File: src/rtl/mee_pkg.sv
// ----------------------------------------------------------------------------
// mee_pkg
// Shared widths, codes, control structs and helpers for the ellipse outline
// point generator.
// ----------------------------------------------------------------------------
package mee_pkg;

  localparam int MAX_RADIUS = 4095;
  localparam int COORD_BITS = 16;

  localparam int IN_W   = 16;
  localparam int OUT_W  = 17;
  localparam int RAD_W  = 12;
  localparam int X_W    = 13;
  localparam int Y_W    = 14;
  localparam int SQ_W   = 24;
  localparam int T_W    = SQ_W + RAD_W;
  localparam int SL_W   = 38;
  localparam int DEC_W  = 53;
  localparam int MUL_W  = 27;
  localparam int PROD_W = 2 * MUL_W;
  localparam int ACC_W  = 55;
  localparam int TXSQ_W = 27;
  localparam int YMSQ_W = 25;

  typedef enum logic {
    OP_START = 1'b0,
    OP_NEXT  = 1'b1
  } op_e;

  typedef enum logic [3:0] {
    ST_IDLE,
    ST_SQX,
    ST_SQY,
    ST_RXRY,
    ST_SEED,
    ST_SEED_DIV,
    ST_DEC,
    ST_T1,
    ST_T2,
    ST_T3,
    ST_T4,
    ST_T5,
    ST_T6,
    ST_T_DIV,
    ST_EMIT
  } state_e;

  typedef enum logic [3:0] {
    MS_NONE,
    MS_RX_RX,
    MS_RY_RY,
    MS_RX2_RY,
    MS_TX_TX,
    MS_YM_YM,
    MS_RY2_TXSQ,
    MS_RX2_YMSQ,
    MS_RX2_RY2
  } msel_e;

  typedef struct packed {
    logic  ready;
    logic  accept;
    msel_e msel;
    logic  ld_rx2;
    logic  ld_ry2;
    logic  seed;
    logic  seed_div;
    logic  ld_txsq;
    logic  ld_ymsq;
    logic  acc_first;
    logic  acc_add;
    logic  acc_sub;
    logic  settle_div;
    logic  dec_step;
    logic  go_settle;
    logic  write_out;
  } ctl_t;

  typedef struct packed {
    logic in_valid;
    logic op_next;
    logic bad;
    logic active;
    logic degen;
    logic need_settle;
    logic pend;
    logic out_free;
  } stat_t;

  // signed divide by four, rounding toward zero
  function automatic logic signed [DEC_W-1:0] div4(input logic signed [ACC_W-1:0] v);
    logic signed [ACC_W-1:0] t;
    t = v[ACC_W-1] ? v + ACC_W'(3) : v;
    return DEC_W'(t >>> 2);
  endfunction

endpackage

File: src/rtl/mee_mul.sv
// ----------------------------------------------------------------------------
// mee_mul
// Shared unsigned multiplier with a registered product.
// ----------------------------------------------------------------------------
module mee_mul (
  input  logic                        clk_i,
  input  logic [mee_pkg::MUL_W-1:0]   a_i,
  input  logic [mee_pkg::MUL_W-1:0]   b_i,
  output logic [mee_pkg::PROD_W-1:0]  p_o
);
  import mee_pkg::*;

  logic [PROD_W-1:0] p_q;

  always_ff @(posedge clk_i) begin
    p_q <= PROD_W'(a_i) * PROD_W'(b_i);
  end

  assign p_o = p_q;

endmodule

File: src/rtl/mee_seq.sv
// ----------------------------------------------------------------------------
// mee_seq
// Sequencer: start set-up, point steps, region-two seeding and output hand-off.
// ----------------------------------------------------------------------------
module mee_seq (
  input  logic            clk_i,
  input  logic            rst_ni,
  input  mee_pkg::stat_t  stat_i,
  output mee_pkg::ctl_t   ctl_o
);
  import mee_pkg::*;

  state_e state_q, state_d;

  always_ff @(posedge clk_i or negedge rst_ni) begin
    if (!rst_ni) begin
      state_q <= ST_IDLE;
    end else begin
      state_q <= state_d;
    end
  end

  always_comb begin
    state_d = state_q;
    unique case (state_q)
      ST_IDLE: begin
        if (stat_i.in_valid) begin
          if (!stat_i.op_next) begin
            state_d = stat_i.bad ? ST_EMIT : ST_SQX;
          end else begin
            state_d = (stat_i.active && !stat_i.degen) ? ST_DEC : ST_EMIT;
          end
        end
      end
      ST_SQX:      state_d = ST_SQY;
      ST_SQY:      state_d = ST_RXRY;
      ST_RXRY:     state_d = ST_SEED;
      ST_SEED:     state_d = ST_SEED_DIV;
      ST_SEED_DIV: state_d = stat_i.need_settle ? ST_T1 : ST_IDLE;
      ST_DEC: begin
        if (stat_i.need_settle) begin
          state_d = ST_T1;
        end else begin
          state_d = stat_i.out_free ? ST_IDLE : ST_EMIT;
        end
      end
      ST_T1:       state_d = ST_T2;
      ST_T2:       state_d = ST_T3;
      ST_T3:       state_d = ST_T4;
      ST_T4:       state_d = ST_T5;
      ST_T5:       state_d = ST_T6;
      ST_T6:       state_d = ST_T_DIV;
      ST_T_DIV: begin
        if (stat_i.pend && !stat_i.out_free) begin
          state_d = ST_EMIT;
        end else begin
          state_d = ST_IDLE;
        end
      end
      ST_EMIT:     state_d = stat_i.out_free ? ST_IDLE : ST_EMIT;
      default:     state_d = ST_IDLE;
    endcase
  end

  always_comb begin
    ctl_o      = '0;
    ctl_o.msel = MS_NONE;
    unique case (state_q)
      ST_IDLE: begin
        ctl_o.ready  = 1'b1;
        ctl_o.accept = stat_i.in_valid;
      end
      ST_SQX: ctl_o.msel = MS_RX_RX;
      ST_SQY: begin
        ctl_o.ld_rx2 = 1'b1;
        ctl_o.msel   = MS_RY_RY;
      end
      ST_RXRY: begin
        ctl_o.ld_ry2 = 1'b1;
        ctl_o.msel   = MS_RX2_RY;
      end
      ST_SEED: ctl_o.seed = 1'b1;
      ST_SEED_DIV: begin
        ctl_o.seed_div  = 1'b1;
        ctl_o.go_settle = stat_i.need_settle;
      end
      ST_DEC: begin
        ctl_o.dec_step  = 1'b1;
        ctl_o.go_settle = stat_i.need_settle;
        ctl_o.write_out = !stat_i.need_settle && stat_i.out_free;
      end
      ST_T1: ctl_o.msel = MS_TX_TX;
      ST_T2: begin
        ctl_o.ld_txsq = 1'b1;
        ctl_o.msel    = MS_YM_YM;
      end
      ST_T3: begin
        ctl_o.ld_ymsq = 1'b1;
        ctl_o.msel    = MS_RY2_TXSQ;
      end
      ST_T4: begin
        ctl_o.acc_first = 1'b1;
        ctl_o.msel      = MS_RX2_YMSQ;
      end
      ST_T5: begin
        ctl_o.acc_add = 1'b1;
        ctl_o.msel    = MS_RX2_RY2;
      end
      ST_T6: ctl_o.acc_sub = 1'b1;
      ST_T_DIV: begin
        ctl_o.settle_div = 1'b1;
        ctl_o.write_out  = stat_i.pend && stat_i.out_free;
      end
      ST_EMIT: ctl_o.write_out = stat_i.out_free;
      default: ctl_o.ready = 1'b0;
    endcase
  end

endmodule

File: src/rtl/midpoint_ellipse_outline.sv
// ----------------------------------------------------------------------------
// midpoint_ellipse_outline
// Midpoint ellipse outline generator: one group of four symmetric points per
// next word, built on a shared multiplier under a small sequencer.
// ----------------------------------------------------------------------------
// Input channel (in_valid_i/in_ready_o) takes a start word (op 0: centre and
// radii) or a next word (op 1). Output channel (out_valid_o/out_ready_i)
// carries one result word per next word and per rejected start; an accepted
// start returns nothing.
// Sequencing: in_ready_o is high only while the sequencer is idle.
//   next word in either region: result registered from the decision state.
//   start word: three chained squarings/products on the multiplier, then the seed.
//   entry to region two (after a step, or at start with one radius zero):
//   a six-step seed of the second decision variable, then its divide by four.
//   rejected start, idle next, degenerate next: result from the hand-off state.
// The output register decouples the sides: a new word is taken while a result
// waits; the block holds in its hand-off state only if a second result is due
// before the first has been taken.
// Reset: asynchronous, active low; block idle, no ellipse active, output
// channel empty.
// ----------------------------------------------------------------------------
module midpoint_ellipse_outline #(
  parameter int COORD_BITS = mee_pkg::COORD_BITS
) (
  input  logic                              clk_i,
  input  logic                              rst_ni,
  input  logic                              in_valid_i,
  output logic                              in_ready_o,
  input  logic                              op_i,
  input  logic signed [mee_pkg::IN_W-1:0]   center_x_i,
  input  logic signed [mee_pkg::IN_W-1:0]   center_y_i,
  input  logic signed [mee_pkg::IN_W-1:0]   radius_x_i,
  input  logic signed [mee_pkg::IN_W-1:0]   radius_y_i,
  output logic                              out_valid_o,
  input  logic                              out_ready_i,
  output logic                              valid_res_o,
  output logic                              error_o,
  output logic                              single_point_o,
  output logic                              last_o,
  output logic signed [mee_pkg::OUT_W-1:0]  x_right_o,
  output logic signed [mee_pkg::OUT_W-1:0]  x_left_o,
  output logic signed [mee_pkg::OUT_W-1:0]  y_lower_o,
  output logic signed [mee_pkg::OUT_W-1:0]  y_upper_o
);
  import mee_pkg::*;

  localparam logic signed [IN_W-1:0] MaxRad = IN_W'(MAX_RADIUS);

  ctl_t  ctl;
  stat_t stat;

  logic [MUL_W-1:0]  mul_a, mul_b;
  logic [PROD_W-1:0] prod;

  // ellipse state
  logic signed [COORD_BITS-1:0] cx_q, cx_d, cy_q, cy_d;
  logic [RAD_W-1:0]             rx_q, rx_d, ry_q, ry_d;
  logic [SQ_W-1:0]              rx2_q, rx2_d, ry2_q, ry2_d;
  logic [X_W-1:0]               x_q, x_d;
  logic signed [Y_W-1:0]        y_q, y_d;
  logic signed [SL_W-1:0]       px_q, px_d, py_q, py_d;
  logic signed [DEC_W-1:0]      dec_q, dec_d;
  logic signed [ACC_W-1:0]      acc_q, acc_d;
  logic [TXSQ_W-1:0]            txsq_q, txsq_d;
  logic [YMSQ_W-1:0]            ymsq_q, ymsq_d;
  logic                         xinc_q, xinc_d, ydec_q, ydec_d;
  logic                         r2_q, r2_d, active_q, active_d, degen_q, degen_d;

  // pending result word
  logic                    pend_q, pend_d, pstep_q, pstep_d;
  logic                    pvalid_q, pvalid_d, perr_q, perr_d;
  logic                    psingle_q, psingle_d, plast_q, plast_d;
  logic signed [OUT_W-1:0] pxr_q, pxr_d, pxl_q, pxl_d, pyl_q, pyl_d, pyu_q, pyu_d;

  // output register
  logic                    ovalid_q, ovalid_d, ores_q, ores_d, oerr_q, oerr_d;
  logic                    osingle_q, osingle_d, olast_q, olast_d;
  logic signed [OUT_W-1:0] oxr_q, oxr_d, oxl_q, oxl_d, oyl_q, oyl_d, oyu_q, oyu_d;

  logic                    bad, step_last, dec_neg, dec_pos, xi, yd;
  logic [T_W-1:0]          t_prod;
  logic [X_W:0]            tx;
  logic signed [Y_W:0]     ym;
  logic [Y_W-1:0]          ym_abs;
  logic signed [OUT_W-1:0] cx_ext, cy_ext, xo_ext, yo_ext;
  logic signed [SL_W-1:0]  two_rx2, two_ry2;

  mee_seq u_seq (
    .clk_i  (clk_i),
    .rst_ni (rst_ni),
    .stat_i (stat),
    .ctl_o  (ctl)
  );

  mee_mul u_mul (
    .clk_i (clk_i),
    .a_i   (mul_a),
    .b_i   (mul_b),
    .p_o   (prod)
  );

  assign bad = (radius_x_i < 0) || (radius_y_i < 0) ||
               (radius_x_i > MaxRad) || (radius_y_i > MaxRad);

  assign tx     = {x_q, 1'b1};
  assign ym     = $signed({y_q[Y_W-1], y_q}) - $signed((Y_W+1)'(1));
  assign ym_abs = Y_W'(ym[Y_W] ? -ym : ym);
  assign t_prod = prod[T_W-1:0];
  assign two_rx2 = SL_W'({rx2_q, 1'b0});
  assign two_ry2 = SL_W'({ry2_q, 1'b0});

  assign cx_ext = {{(OUT_W-COORD_BITS){cx_q[COORD_BITS-1]}}, cx_q};
  assign cy_ext = {{(OUT_W-COORD_BITS){cy_q[COORD_BITS-1]}}, cy_q};
  assign xo_ext = OUT_W'(x_q);
  assign yo_ext = {{(OUT_W-Y_W){y_q[Y_W-1]}}, y_q};

  assign dec_neg = dec_q[DEC_W-1];
  assign dec_pos = !dec_neg && (dec_q != '0);
  assign xi      = !r2_q || !dec_pos;
  assign yd      = r2_q || !dec_neg;

  assign step_last = pstep_q && r2_q && y_q[Y_W-1];

  always_comb begin
    stat.in_valid    = in_valid_i;
    stat.op_next     = (op_i == OP_NEXT);
    stat.bad         = bad;
    stat.active      = active_q;
    stat.degen       = degen_q;
    stat.need_settle = !r2_q && !(px_q < py_q) && !degen_q;
    stat.pend        = pend_q;
    stat.out_free    = !ovalid_q || out_ready_i;
  end

  always_comb begin
    mul_a = '0;
    mul_b = '0;
    unique case (ctl.msel)
      MS_RX_RX: begin
        mul_a = MUL_W'(rx_q);
        mul_b = MUL_W'(rx_q);
      end
      MS_RY_RY: begin
        mul_a = MUL_W'(ry_q);
        mul_b = MUL_W'(ry_q);
      end
      MS_RX2_RY: begin
        mul_a = MUL_W'(rx2_q);
        mul_b = MUL_W'(ry_q);
      end
      MS_TX_TX: begin
        mul_a = MUL_W'(tx);
        mul_b = MUL_W'(tx);
      end
      MS_YM_YM: begin
        mul_a = MUL_W'(ym_abs);
        mul_b = MUL_W'(ym_abs);
      end
      MS_RY2_TXSQ: begin
        mul_a = MUL_W'(ry2_q);
        mul_b = MUL_W'(txsq_q);
      end
      MS_RX2_YMSQ: begin
        mul_a = MUL_W'(rx2_q);
        mul_b = MUL_W'(ymsq_q);
      end
      MS_RX2_RY2: begin
        mul_a = MUL_W'(rx2_q);
        mul_b = MUL_W'(ry2_q);
      end
      default: begin
        mul_a = '0;
        mul_b = '0;
      end
    endcase
  end

  always_comb begin
    cx_d = cx_q; cy_d = cy_q; rx_d = rx_q; ry_d = ry_q;
    rx2_d = rx2_q; ry2_d = ry2_q; x_d = x_q; y_d = y_q;
    px_d = px_q; py_d = py_q; dec_d = dec_q; acc_d = acc_q;
    txsq_d = txsq_q; ymsq_d = ymsq_q; xinc_d = xinc_q; ydec_d = ydec_q;
    r2_d = r2_q; active_d = active_q; degen_d = degen_q;
    pend_d = pend_q; pstep_d = pstep_q; pvalid_d = pvalid_q; perr_d = perr_q;
    psingle_d = psingle_q; plast_d = plast_q;
    pxr_d = pxr_q; pxl_d = pxl_q; pyl_d = pyl_q; pyu_d = pyu_q;
    ovalid_d = ovalid_q; ores_d = ores_q; oerr_d = oerr_q;
    osingle_d = osingle_q; olast_d = olast_q;
    oxr_d = oxr_q; oxl_d = oxl_q; oyl_d = oyl_q; oyu_d = oyu_q;

    if (ctl.accept) begin
      pstep_d   = 1'b0;
      pvalid_d  = 1'b0;
      perr_d    = 1'b0;
      psingle_d = 1'b0;
      plast_d   = 1'b0;
      pxr_d     = '0;
      pxl_d     = '0;
      pyl_d     = '0;
      pyu_d     = '0;
      if (op_i == OP_START) begin
        if (bad) begin
          pend_d   = 1'b1;
          perr_d   = 1'b1;
          plast_d  = 1'b1;
          active_d = 1'b0;
        end else begin
          pend_d = 1'b0;
          cx_d   = center_x_i[COORD_BITS-1:0];
          cy_d   = center_y_i[COORD_BITS-1:0];
          rx_d   = radius_x_i[RAD_W-1:0];
          ry_d   = radius_y_i[RAD_W-1:0];
        end
      end else begin
        pend_d = 1'b1;
        if (active_q) begin
          pvalid_d = 1'b1;
          pxr_d    = cx_ext + xo_ext;
          pxl_d    = cx_ext - xo_ext;
          pyl_d    = cy_ext + yo_ext;
          pyu_d    = cy_ext - yo_ext;
          if (degen_q) begin
            psingle_d = 1'b1;
            plast_d   = 1'b1;
            active_d  = 1'b0;
          end else begin
            pstep_d = 1'b1;
            xinc_d  = xi;
            ydec_d  = yd;
            if (xi) begin
              x_d  = x_q + 1'b1;
              px_d = px_q + two_ry2;
            end
            if (yd) begin
              y_d  = y_q - Y_W'(1);
              py_d = py_q - two_rx2;
            end
          end
        end
      end
    end

    if (ctl.ld_rx2) rx2_d = prod[SQ_W-1:0];
    if (ctl.ld_ry2) ry2_d = prod[SQ_W-1:0];

    if (ctl.seed) begin
      py_d    = SL_W'({t_prod, 1'b0});
      px_d    = '0;
      x_d     = '0;
      y_d     = Y_W'(ry_q);
      acc_d   = ACC_W'({ry2_q, 2'b00}) - ACC_W'({t_prod, 2'b00}) + ACC_W'(rx2_q);
      r2_d    = 1'b0;
      degen_d = (rx_q == '0) && (ry_q == '0);
      active_d = 1'b1;
    end

    if (ctl.seed_div || ctl.settle_div) dec_d = div4(acc_q);

    if (ctl.dec_step) begin
      dec_d = dec_q + DEC_W'(r2_q ? rx2_q : ry2_q)
            + (xinc_q ? DEC_W'(px_q) : '0)
            - (ydec_q ? DEC_W'(py_q) : '0);
    end

    if (ctl.go_settle) r2_d = 1'b1;

    if (ctl.ld_txsq)   txsq_d = prod[TXSQ_W-1:0];
    if (ctl.ld_ymsq)   ymsq_d = prod[YMSQ_W-1:0];
    if (ctl.acc_first) acc_d  = ACC_W'(prod);
    if (ctl.acc_add)   acc_d  = acc_q + ACC_W'({prod, 2'b00});
    if (ctl.acc_sub)   acc_d  = acc_q - ACC_W'({prod, 2'b00});

    if (ctl.write_out) begin
      ovalid_d  = 1'b1;
      ores_d    = pvalid_q;
      oerr_d    = perr_q;
      osingle_d = psingle_q;
      olast_d   = plast_q || step_last;
      oxr_d     = pxr_q;
      oxl_d     = pxl_q;
      oyl_d     = pyl_q;
      oyu_d     = pyu_q;
      pend_d    = 1'b0;
      if (step_last) active_d = 1'b0;
    end else if (out_ready_i) begin
      ovalid_d = 1'b0;
    end
  end

  always_ff @(posedge clk_i or negedge rst_ni) begin
    if (!rst_ni) begin
      r2_q     <= 1'b0;
      active_q <= 1'b0;
      degen_q  <= 1'b0;
      pend_q   <= 1'b0;
      ovalid_q <= 1'b0;
    end else begin
      r2_q     <= r2_d;
      active_q <= active_d;
      degen_q  <= degen_d;
      pend_q   <= pend_d;
      ovalid_q <= ovalid_d;
    end
  end

  always_ff @(posedge clk_i) begin
    cx_q <= cx_d; cy_q <= cy_d; rx_q <= rx_d; ry_q <= ry_d;
    rx2_q <= rx2_d; ry2_q <= ry2_d; x_q <= x_d; y_q <= y_d;
    px_q <= px_d; py_q <= py_d; dec_q <= dec_d; acc_q <= acc_d;
    txsq_q <= txsq_d; ymsq_q <= ymsq_d; xinc_q <= xinc_d; ydec_q <= ydec_d;
    pstep_q <= pstep_d; pvalid_q <= pvalid_d; perr_q <= perr_d;
    psingle_q <= psingle_d; plast_q <= plast_d;
    pxr_q <= pxr_d; pxl_q <= pxl_d; pyl_q <= pyl_d; pyu_q <= pyu_d;
    ores_q <= ores_d; oerr_q <= oerr_d; osingle_q <= osingle_d; olast_q <= olast_d;
    oxr_q <= oxr_d; oxl_q <= oxl_d; oyl_q <= oyl_d; oyu_q <= oyu_d;
  end

  assign in_ready_o     = ctl.ready;
  assign out_valid_o    = ovalid_q;
  assign valid_res_o    = ores_q;
  assign error_o        = oerr_q;
  assign single_point_o = osingle_q;
  assign last_o         = olast_q;
  assign x_right_o      = oxr_q;
  assign x_left_o       = oxl_q;
  assign y_lower_o      = oyl_q;
  assign y_upper_o      = oyu_q;

endmodule
File: config.mk
export PLATFORM = sky130hd
export DESIGN_NAME = midpoint_ellipse_outline
export DESIGN_NICKNAME = d
export VERILOG_FILES = /design/src/rtl/mee_pkg.sv /design/src/rtl/mee_mul.sv /design/src/rtl/mee_seq.sv /design/src/rtl/midpoint_ellipse_outline.sv
export SDC_FILE = /design/constraint.sdc
export NUM_CORES = 2
export LEC_CHECK = 0
export BUFFER_PORTS_ARGS = -buffer_cell sky130_fd_sc_hd__buf_2
export CELL_PAD_IN_SITES_DETAIL_PLACEMENT = 0
export CELL_PAD_IN_SITES_GLOBAL_PLACEMENT = 1
export CORE_ASPECT_RATIO = 0.5
export CORE_MARGIN = 2
export CORE_UTILIZATION = 42
export DETAILED_ROUTE_END_ITERATION = 10
export PLACE_DENSITY = 0.73
export REMOVE_ABC_BUFFERS = 1
export SLEW_MARGIN = 30
export SYNTH_ARGS = -nofsm -noshare
export SYNTH_HDL_FRONTEND = slang
export SYNTH_HIERARCHICAL = 1
export SYNTH_SLANG_ARGS = --single-unit
File: constraint.sdc
create_clock -name clk_i -period 21.3 [get_ports clk_i]
set_input_delay 3.195 -clock clk_i [delete_from_list [all_inputs] [get_ports clk_i]]
set_output_delay 3.195 -clock clk_i [all_outputs]
set_load 0.01 [all_outputs]
==> impl_metrics.py <==
metrics = {
    "run_status": {
        "run_status": "finished clean",
    },
    "detailed_routing": {
        "drt_first_pass_iters": 6,
        "wl_met1_um": 101000,
        "drt_iter0_markers": 5055,
        "dr_wl_met2_um": 92200,
        "detail_route.vias_per_cell": 5.62,
        "met3RoutedLength_um": 17700,
        "wl_um": 216000,
        "topRoutingLayerUsed": "met5",
        "dr_total_vias": 54136,
        "ant_nets": 0,
        "number_of_remaining_drc_errors": 0,
        "routed_wire_per_std_cell_um": 22.4,
    },
    "logic_synthesis": {
        "async_reset_ff_share_pct": 1.58,
        "synth.lib_cells_used.distinct": 113,
        "netlist_top_cells_count": "1172 x sky130_fd_sc_hd__inv_1, 851 x sky130_fd_sc_hd__nand2_1, 708 x sky130_fd_sc_hd__fa_1",
        "postSynthCellCount": 7490,
        "syn_avg_cell_area_um2": 8.98,
        "synthDominantCellAreaShare_pct": 21.1,
        "yosys_warnings": 6,
        "synth_edf_count": 455,
        "synthDominantAreaCellType": "sky130_fd_sc_hd__fa_1",
        "post-synth-top-count-cell": "sky130_fd_sc_hd__inv_1",
        "synth.ff_latch_count": 571,
        "syn_area_mm2": 0.0673,
        "synth-seq-area-share_pct": 23.8,
        "synth_area_leaders": "sky130_fd_sc_hd__fa_1 21%, sky130_fd_sc_hd__edfxtp_1 20%, sky130_fd_sc_hd__ha_1 11%, sky130_fd_sc_hd__inv_1 6.5%, sky130_fd_sc_hd__nand2_1 4.7%",
        "postSynth.topFlopCell": "sky130_fd_sc_hd__edfxtp_1",
    },
    "setup_path": {
        "worst_ep_arrival_time_ps": 11250,
        "required_time_of_the_critical_path_ps": 21900,
        "path_common_cell": "sky130_fd_sc_hd__fa_1",
        "critical_path.endpoint_type": "flip-flop",
        "worst_path_max_delay_cell": "sky130_fd_sc_hd__a221oi_1",
        "path_max_fanout": 27,
        "max_stage_delay_ps": 860,
        "element_type_at_the_critical_path_start": "flip-flop",
        "timing_worst_setup_path_type": "reg -> reg",
    },
    "floorplanning": {
        "die_x_um": 570,
        "placementRows": 103,
        "floorplan.die_area_mm2": 0.164,
        "boundaryPins": 143,
        "die-height_um": 287,
        "initial_core_util_pct": 42.5,
        "coreArea_mm2": 0.158,
    },
    "clocking": {
        "clkTransAtPathRegs_ps": 70,
        "clk_latency_ps": 680,
        "cts_repair_resize_count": 0,
        "numCtsBuffers": 66,
        "cts_tree": "done",
        "ctsLongestPathBuffers": 3,
        "post-cts-setup-buffers": 0,
        "post_cts_hold_buffer_count": 0,
        "cts.root.buffer_cell": "sky130_fd_sc_hd__clkbuf_16",
        "clock-sinks": 571,
        "cts_max_level": 3,
    },
    "cells_and_area": {
        "nNetsFinal": 8821,
        "post_route_cells_drive_above_1_share_pct": 6.58,
        "finish.cell_count_without_fillers": 9627,
        "diodes": 0,
        "syn_to_final_growth_pct": 7.95,
    },
    "placed_design": {
        "hpwlAfterDp_um": 167000,
        "gpl.final_weighted_congestion": 0.947,
        "port_buffers": 142,
        "numPlacedInstances": 9502,
    },
    "timing": {
        "final_max_slew_viol_count": 0,
        "hold_viol_final": 0,
        "worst_slew_margin_rel_pct": 27.3,
        "achievable-frequency_mhz": 93.9,
        "fin_skew_ps": 49.4,
        "min_period_over_period_pct": 50.0,
        "timing.final.setup_violations": 0,
        "timing.final.crit_period_ps": 10660,
        "rsz_0062_raised_after_global_routing": "false",
        "setup_tns_ps": 0,
        "tightestPinTransition_ps": 1090,
    },
    "grt": {
        "grt_pass1_wl_um": 331000,
        "number_of_antenna_violations_at_the_first_check_in_global_routing": 9,
        "grt_start_max_net_pins": 135,
        "grtUsageTotal_pct": 26.4,
        "number_of_global_route_vias_before_repair": 53971,
        "overflow": 0,
    },
    "worst_hold_path": {
        "timing.hold.worst.class": "reg -> reg",
    },
    "job": {
        "max_cap_viol_count": 0,
    },
}
-- metal layers --
metal	track usage (%)	up-vias
met4	6.14	6
li1	-	24915
met2	40.3	1929
met5	0	-
met1	38.8	27032
met3	4.48	254
-- through the flow --
step | utilization [%] | hold WS (ps) | setup slack, ps | instance area (µm²)
after floorplan | - | 400 | 10050 | 66000
after global placement | 44.3 | 400 | 10820 | 70200
after detailed placement | 44.4 | 405 | 10760 | 70300
after CTS | 45.8 | 411 | 10600 | 72600
after global routing | 45.9 | 413 | 10020 | 72600
final | 45.9 | 414 | 10640 | 72600
-- worst max-delay path: cells and delay by family (launching register included) --
| kind | cells | cell delay [ps] |
|---|---|---|
| compound gates | 10 | 2700 |
| xor+xnor | 2 | 550 |
| flops | 1 | 480 |
| fa+ha+maj | 9 | 4320 |
| simple gates | 8 | 1810 |
| buf+inv | 6 | 690 |
-- path summary, 6_finish.rpt --
check,start,endpoint,slack (ps),cells after the start
setup / recovery,y_q[0],u_mul/p_o[50],10640,35
hold / removal,pyu_q[13],y_upper_o[13],410,0
setup reg to reg,y_q[0],u_mul/p_o[50],10640,35
hold reg to reg,pyu_q[13],y_upper_o[13],410,0
max in group asynchronous,rst_ni,r2_q,18660,1
min in group asynchronous,rst_ni,r2_q,2410,1
-- cell families after synthesis --
family          synth area share [%]
simple gates                    16.2
buf+inv                         8.52
compound gates                  14.2
fa+ha+maj                       31.7
flops                           23.8
xor+xnor                        4.77
mux                            0.861
other cells                  0.00557
-- cells in the final DEF (no fill, tap or decap), drive strengths merged, types with 237 or more instances in the layout --
| cell type | synthesis | final |
|---|---|---|
| ha | 570 | 570 |
| edfxtp | 455 | 455 |
| inv | 1175 | 1178 |
| xnor2 | 256 | 256 |
| buf | 31 | 237 |
| nand2 | 851 | 851 |
| o21ai | 293 | 293 |
| a21oi | 436 | 436 |
| and2 | 350 | 350 |
| fa | 708 | 708 |
| nor2 | 410 | 410 |
-- final cells by class --
class / count / area (µm²)
clock buffer: 80 / 1750
clock inverter: 41 / 514
fill: 15413 / 85800
inverter: 1178 / 4420
multi-input combinational: 5420 / 45800
sequential: 571 / 16000
tap: 2100 / 2630
timing repair buffer: 237 / 1510
-- flip-flops by register name, indices dropped and copies added, names as in the netlist, 24 cells and up --
name / count
acc_q: 55
u_mul/p_o: 54
dec_q: 53
px_q: 37
py_q: 37
txsq_q: 27
ymsq_q: 25
rx2_q: 24
ry2_q: 24
Power is not shown: default switching activity piles up to over one toggle a cycle in this logic, so the estimate is an artifact.
